`src/hdl/scctu_pkg.sv`:
```
package scctu_pkg;

    localparam int TS_W     = 32;
    localparam int TICK_W   = 16;
    localparam int IN_W     = 32;
    localparam int RAD_W    = 31;
    localparam int DT_W     = TS_W + TICK_W;
    localparam int MUL_LAT  = 5;
    localparam int CHUNK    = 32;

    localparam logic [TS_W-1:0] TS_RESET = 32'h0001_0000;

    typedef struct packed {
        logic signed [IN_W-1:0]  own_pos_x;
        logic signed [IN_W-1:0]  own_pos_y;
        logic signed [IN_W-1:0]  own_vel_x;
        logic signed [IN_W-1:0]  own_vel_y;
        logic        [RAD_W-1:0] own_radius;
        logic signed [IN_W-1:0]  other_pos_x;
        logic signed [IN_W-1:0]  other_pos_y;
        logic signed [IN_W-1:0]  other_vel_x;
        logic signed [IN_W-1:0]  other_vel_y;
        logic        [RAD_W-1:0] other_radius;
        logic        [TICK_W-1:0] elapsed_ticks;
    } t_item;

    typedef struct packed {
        logic collide;
        logic paths_cross;
    } t_result;

endpackage

```
`src/hdl/scctu_mul.sv`:
```
module scctu_mul
    import scctu_pkg::*;
#(
    parameter int WA = 33,
    parameter int WB = 33
) (
    input  logic                  i_clk,
    input  logic signed [WA-1:0]  i_a,
    input  logic signed [WB-1:0]  i_b,
    output logic signed [WA+WB-1:0] o_p
);

    // sign/magnitude, 32x32 partial products, row sums, total, sign
    localparam int NA   = (WA + CHUNK - 1) / CHUNK;
    localparam int NB   = (WB + CHUNK - 1) / CHUNK;
    localparam int PA   = NA * CHUNK;
    localparam int PB   = NB * CHUNK;
    localparam int ROWW = CHUNK + PB;
    localparam int TW   = PA + PB;
    localparam int OW   = WA + WB;

    logic [WA-1:0]        r_ma;
    logic [WB-1:0]        r_mb;
    logic                 r_sg1, r_sg2, r_sg3, r_sg4;
    logic [2*CHUNK-1:0]   r_pp [NA][NB];
    logic [ROWW-1:0]      r_row [NA];
    logic [ROWW-1:0]      n_row [NA];
    logic [TW-1:0]        r_tot;
    logic [TW-1:0]        n_tot;
    logic signed [OW-1:0] r_p;
    logic [PA-1:0]        w_pa;
    logic [PB-1:0]        w_pb;

    assign w_pa = PA'(r_ma);
    assign w_pb = PB'(r_mb);

    always_ff @(posedge i_clk) begin
        r_ma  <= i_a[WA-1] ? (~i_a + 1'b1) : i_a;
        r_mb  <= i_b[WB-1] ? (~i_b + 1'b1) : i_b;
        r_sg1 <= i_a[WA-1] ^ i_b[WB-1];
        r_sg2 <= r_sg1;
        r_sg3 <= r_sg2;
        r_sg4 <= r_sg3;
    end

    for (genvar i = 0; i < NA; i++) begin : g_ra
        for (genvar j = 0; j < NB; j++) begin : g_rb
            always_ff @(posedge i_clk) begin
                r_pp[i][j] <= (2*CHUNK)'(w_pa[i*CHUNK +: CHUNK]) *
                              (2*CHUNK)'(w_pb[j*CHUNK +: CHUNK]);
            end
        end
    end

    always_comb begin
        for (int i = 0; i < NA; i++) begin
            n_row[i] = '0;
            for (int j = 0; j < NB; j++) begin
                n_row[i] = n_row[i] + (ROWW'(r_pp[i][j]) << (j*CHUNK));
            end
        end
    end

    always_comb begin
        n_tot = '0;
        for (int i = 0; i < NA; i++) begin
            n_tot = n_tot + (TW'(r_row[i]) << (i*CHUNK));
        end
    end

    always_ff @(posedge i_clk) begin
        r_row <= n_row;
        r_tot <= n_tot;
        r_p   <= r_sg4 ? -$signed(r_tot[OW-1:0]) : $signed(r_tot[OW-1:0]);
    end

    assign o_p = r_p;

endmodule

```
`config.mk`:
```
export PLATFORM = sky130hd
export DESIGN_NAME = scctu_mul
export DESIGN_NICKNAME = d
export VERILOG_FILES = /design/src/hdl/scctu_pkg.sv /design/src/hdl/scctu_mul.sv
export SDC_FILE = /design/constraint.sdc
export NUM_CORES = 2
export LEC_CHECK = 0
export ABC_AREA = 1
export BUFFER_PORTS_ARGS = -buffer_cell sky130_fd_sc_hd__buf_2
export CAP_MARGIN = 10
export CORE_MARGIN = 4
export CORE_UTILIZATION = 59
export DETAILED_ROUTE_END_ITERATION = 8
export PLACE_DENSITY = 0.75
export SLEW_MARGIN = 20
export SYNTH_ARGS = -nofsm -noshare
export SYNTH_HDL_FRONTEND = slang
export SYNTH_SLANG_ARGS = --single-unit
export TNS_END_PERCENT = 100
```
`constraint.sdc`:
```
create_clock -name i_clk -period 6.8 [get_ports i_clk]
set_clock_uncertainty 0.15 [all_clocks]
set_input_delay 0.34 -clock i_clk [delete_from_list [all_inputs] [get_ports i_clk]]
set_output_delay 0.34 -clock i_clk [all_outputs]
set_load 0.05 [all_outputs]
```
==> flow_metrics.py <==
metrics = {
    "routing": {
        "wire_per_inst_um": 19.1,
        "drc": 0,
        "ant_nets": 0,
        "routed_via_density": 5.22,
        "drt-total-wl_um": 166000,
        "drtIter0Drc": 3821,
        "first_pass_iters": 6,
        "via_count": 45600,
    },
    "worst_setup_path": {
        "critPathLaunchType": "register",
        "worstPathRequired_ns": 7.14,
        "crit_family": "adder cells",
        "crit_top_cell": "fa_1",
        "crit_buf_inv": 7,
        "critPathArrivalTime_ns": 7.02,
        "path_class": "reg2reg",
        "worstSetupEndpointType": "register",
        "slowest_delay_ns": 0.61,
        "worstPathMaxFanout": 6,
        "cp_slowest_cell": "fa_1",
    },
    "clock_network": {
        "htreeDepth": 2,
        "cts_tree": "built",
        "clkSinkCount": 429,
        "cts_made_buffers": 48,
        "clkTransAtPathRegs_ns": 0.06,
        "clockBufferDepth": 3,
        "insertion_delay_ns": 0.63,
        "cts-root-buf": "clkbuf_16",
    },
    "run_status": {
        "status": "finished, final reports clean",
    },
    "synthesis": {
        "yosysWarnings": 0,
        "netlist.area_leader.share_pct": 33.5,
        "synth_common_cells": "nand2_1 (2146), inv_1 (2000), fa_1 (898)",
        "synthTopCellsByArea": "fa_1 (33%), dfxtp_1 (16%), nand2_1 (15%), inv_1 (14%), ha_1 (7.7%)",
        "ys_types": 43,
        "synthFlopType": "dfxtp_1",
        "post-synth-top-count-cell": "nand2_1",
        "yosys.area.top_type": "fa_1",
        "yosysSeqAreaShare_pct": 16.0,
        "synthCells": 7207,
        "synth-edff-count": 0,
        "synth_area_sq_mm": 0.0537,
        "synth-seq-cells": 429,
        "syn_avg_cell_area_sq_um": 7.45,
        "synth-async-reset-ratio_pct": 0,
        "syn-num-nets": 8503,
    },
    "global_routing": {
        "grt_pass1_vias": 47400,
        "grt_first_pass_wirelength_um": 250000,
        "antenna_found_initial": 4,
        "grt.overflow.total": 0,
        "grtUsageTotal_pct": 33.5,
        "grt_max_degree": 61,
    },
    "floorplanning": {
        "rows": 110,
        "ioPinCount": 133,
        "die_w_um": 310,
        "initial_core_util_pct": 59.5,
        "core_sq_mm": 0.0901,
        "die_h_um": 310,
        "dieArea_sq_mm": 0.0959,
    },
    "placed_design": {
        "gp_congestion": 0.985,
        "hpwl_um": 127000,
        "dp_slack_ns": -0.202,
        "io_buffers": 132,
    },
    "timing": {
        "grt_setup_unrepaired": "yes",
        "fmax_mhz": 150,
        "worst_slew_pin_slew_ns": 0.980,
        "maxSlewHeadroom_pct": 34.6,
        "period_minus_slack_ns": 6.67,
        "setup_slack_ns": 0.126,
        "hold_viol_final": 0,
        "finalSetupViolCount": 0,
        "min_period_over_period_pct": 98.1,
        "report.final.slew_viol_count": 0,
    },
    "hold_path": {
        "hp-class": "in2reg",
    },
    "final_layout": {
        "area.growth.synth_to_final_pct": 15.0,
        "drive_gt1_share_pct": 10.6,
        "fillCellCount": 7374,
        "nNetsFinal": 8807,
    },
    "flow_run": {
        "cap_viol_max_count": 0,
    },
}
-- cells in the final DEF, fill, tap and decap left out, types with 5 or more instances in the layout --
cell and n:
buf_12 72, clkbuf_8 8, buf_2 132, ha_4 18, buf_6 7, nand3_2 10, a21oi_2 18, clkinv_2 5
nor3_1 25, buf_4 223, dfxtp_1 408, dfxtp_4 18, a21oi_1 117, nor2_1 302, ha_1 312, inv_2 22
xnor2_1 24, clkbuf_16 72, nor3_2 16, nand2_2 61, dlygate4sd3_1 75, o21bai_1 16, nor4_1 7, nand3_1 164
nand2_1 2092, nand3b_1 10, o21ai_2 5, nor2_4 19, xor2_1 150, o21ai_1 5, o21ai_0 79, inv_6 6
nand2_4 6, fa_1 883, a21o_1 5, o21a_1 8, nand4_1 48, nor2_2 36, fa_2 15, inv_1 1987
-- final timing paths --
kind	start	depth (start not counted)	slack, ns	end
worst max-delay path	r_ma[12]$_DFF_P_	27	0.13	r_pp[0][74]$_DFF_P_
worst min-delay path	i_b[32]	3	0.08	r_mb[28]$_DFF_P_
worst max register to register	r_ma[12]$_DFF_P_	27	0.13	r_pp[0][74]$_DFF_P_
worst min register to register	r_pp[0][39]$_DFF_P_	0	0.17	r_row[102]$_DFF_P_
-- routing by layer --
metal | part of all wire [%] | vias to the layer above | GRT usage [%]
met5 | 0.029 | - | 0
met4 | 5.9 | 6 | 13.8
met3 | 9.9 | 599 | 5.45
met2 | 47 | 2202 | 58.8
met1 | 37 | 21700 | 41.4
li1 | - | 21000 | -
-- through the flow --
| stage | area, sq um | util (%) | setup TNS (ns) | cells | hold slack (ns) |
|---|---|---|---|---|---|
| after global placement | 57600 | 63.9 | -0.461 | 8501 | 0.161 |
| after global routing | 61700 | 68.4 | -1.05 | 8722 | 0.0874 |
| after CTS | 60000 | 66.5 | -0.0996 | 8661 | 0.0488 |
| after floorplan | 53700 | - | 0 | 7207 | 0.160 |
| final | 61700 | 68.4 | 0 | 8723 | 0.0819 |
| after detailed placement | 57600 | 63.9 | -0.667 | 8501 | 0.162 |
-- worst register-to-register path, cell delays in order, from the launching register on --
cell and delay, ns:
dfxtp_4 0.42, buf_12 0.17, buf_4 0.13, buf_4 0.11, nand2_1 0.07, fa_1 0.39, inv_1 0.08, fa_1 0.44
fa_1 0.52, inv_1 0.05, fa_1 0.48, inv_1 0.05, fa_1 0.52, fa_1 0.46, fa_1 0.54, fa_1 0.61
ha_4 0.22, buf_4 0.15, nand2_1 0.06, nand2_1 0.08, nand2_1 0.08, nand2_2 0.08, a21oi_4 0.19, nand3_4 0.17
nand2_2 0.12, nand3_1 0.06, nand2_1 0.09, nand2_2 0.06
-- registers in the layout, indices dropped and copies added, names as in the netlist --
signal,cells
r_tot,66
r_sg3,1
r_ma,33
o_p,66
r_row,98
r_mb,33
r_sg2,1
r_sg4,1
r_pp,129
r_sg1,1
-- kinds of logic after synthesis --
kind of cell    share of synthesized area, %
xor+xnor                                2.84
compound gates                          2.68
simple gates                            21.2
flops                                   16.0
buf+inv                                 16.1
fa+ha+maj                               41.2
-- what timing repair did --
item,in CTS,in global routing
hold buffers,75,0
buffers inserted,0,38
hold endpoints to repair,66,0
pin swaps,0,59
cloned,0,23
setup endpoints to repair,8,42
gates resized for setup,5,225
-- layout make-up --
cell class	instances	area (sq um)	share of cell area (%)
timing repair buffer	535	5230	8.47
clock buffer	61	1350	2.19
sequential	429	8660	14.0
tap	1176	1470	2.38
inverter	2013	7560	12.2
antenna	1	2.50	0.00406
multi-input combinational	4484	37100	60.2
clock inverter	24	308	0.499
Power is not shown: default switching activity piles up to over one toggle a cycle in this logic, so the estimate is an artifact.
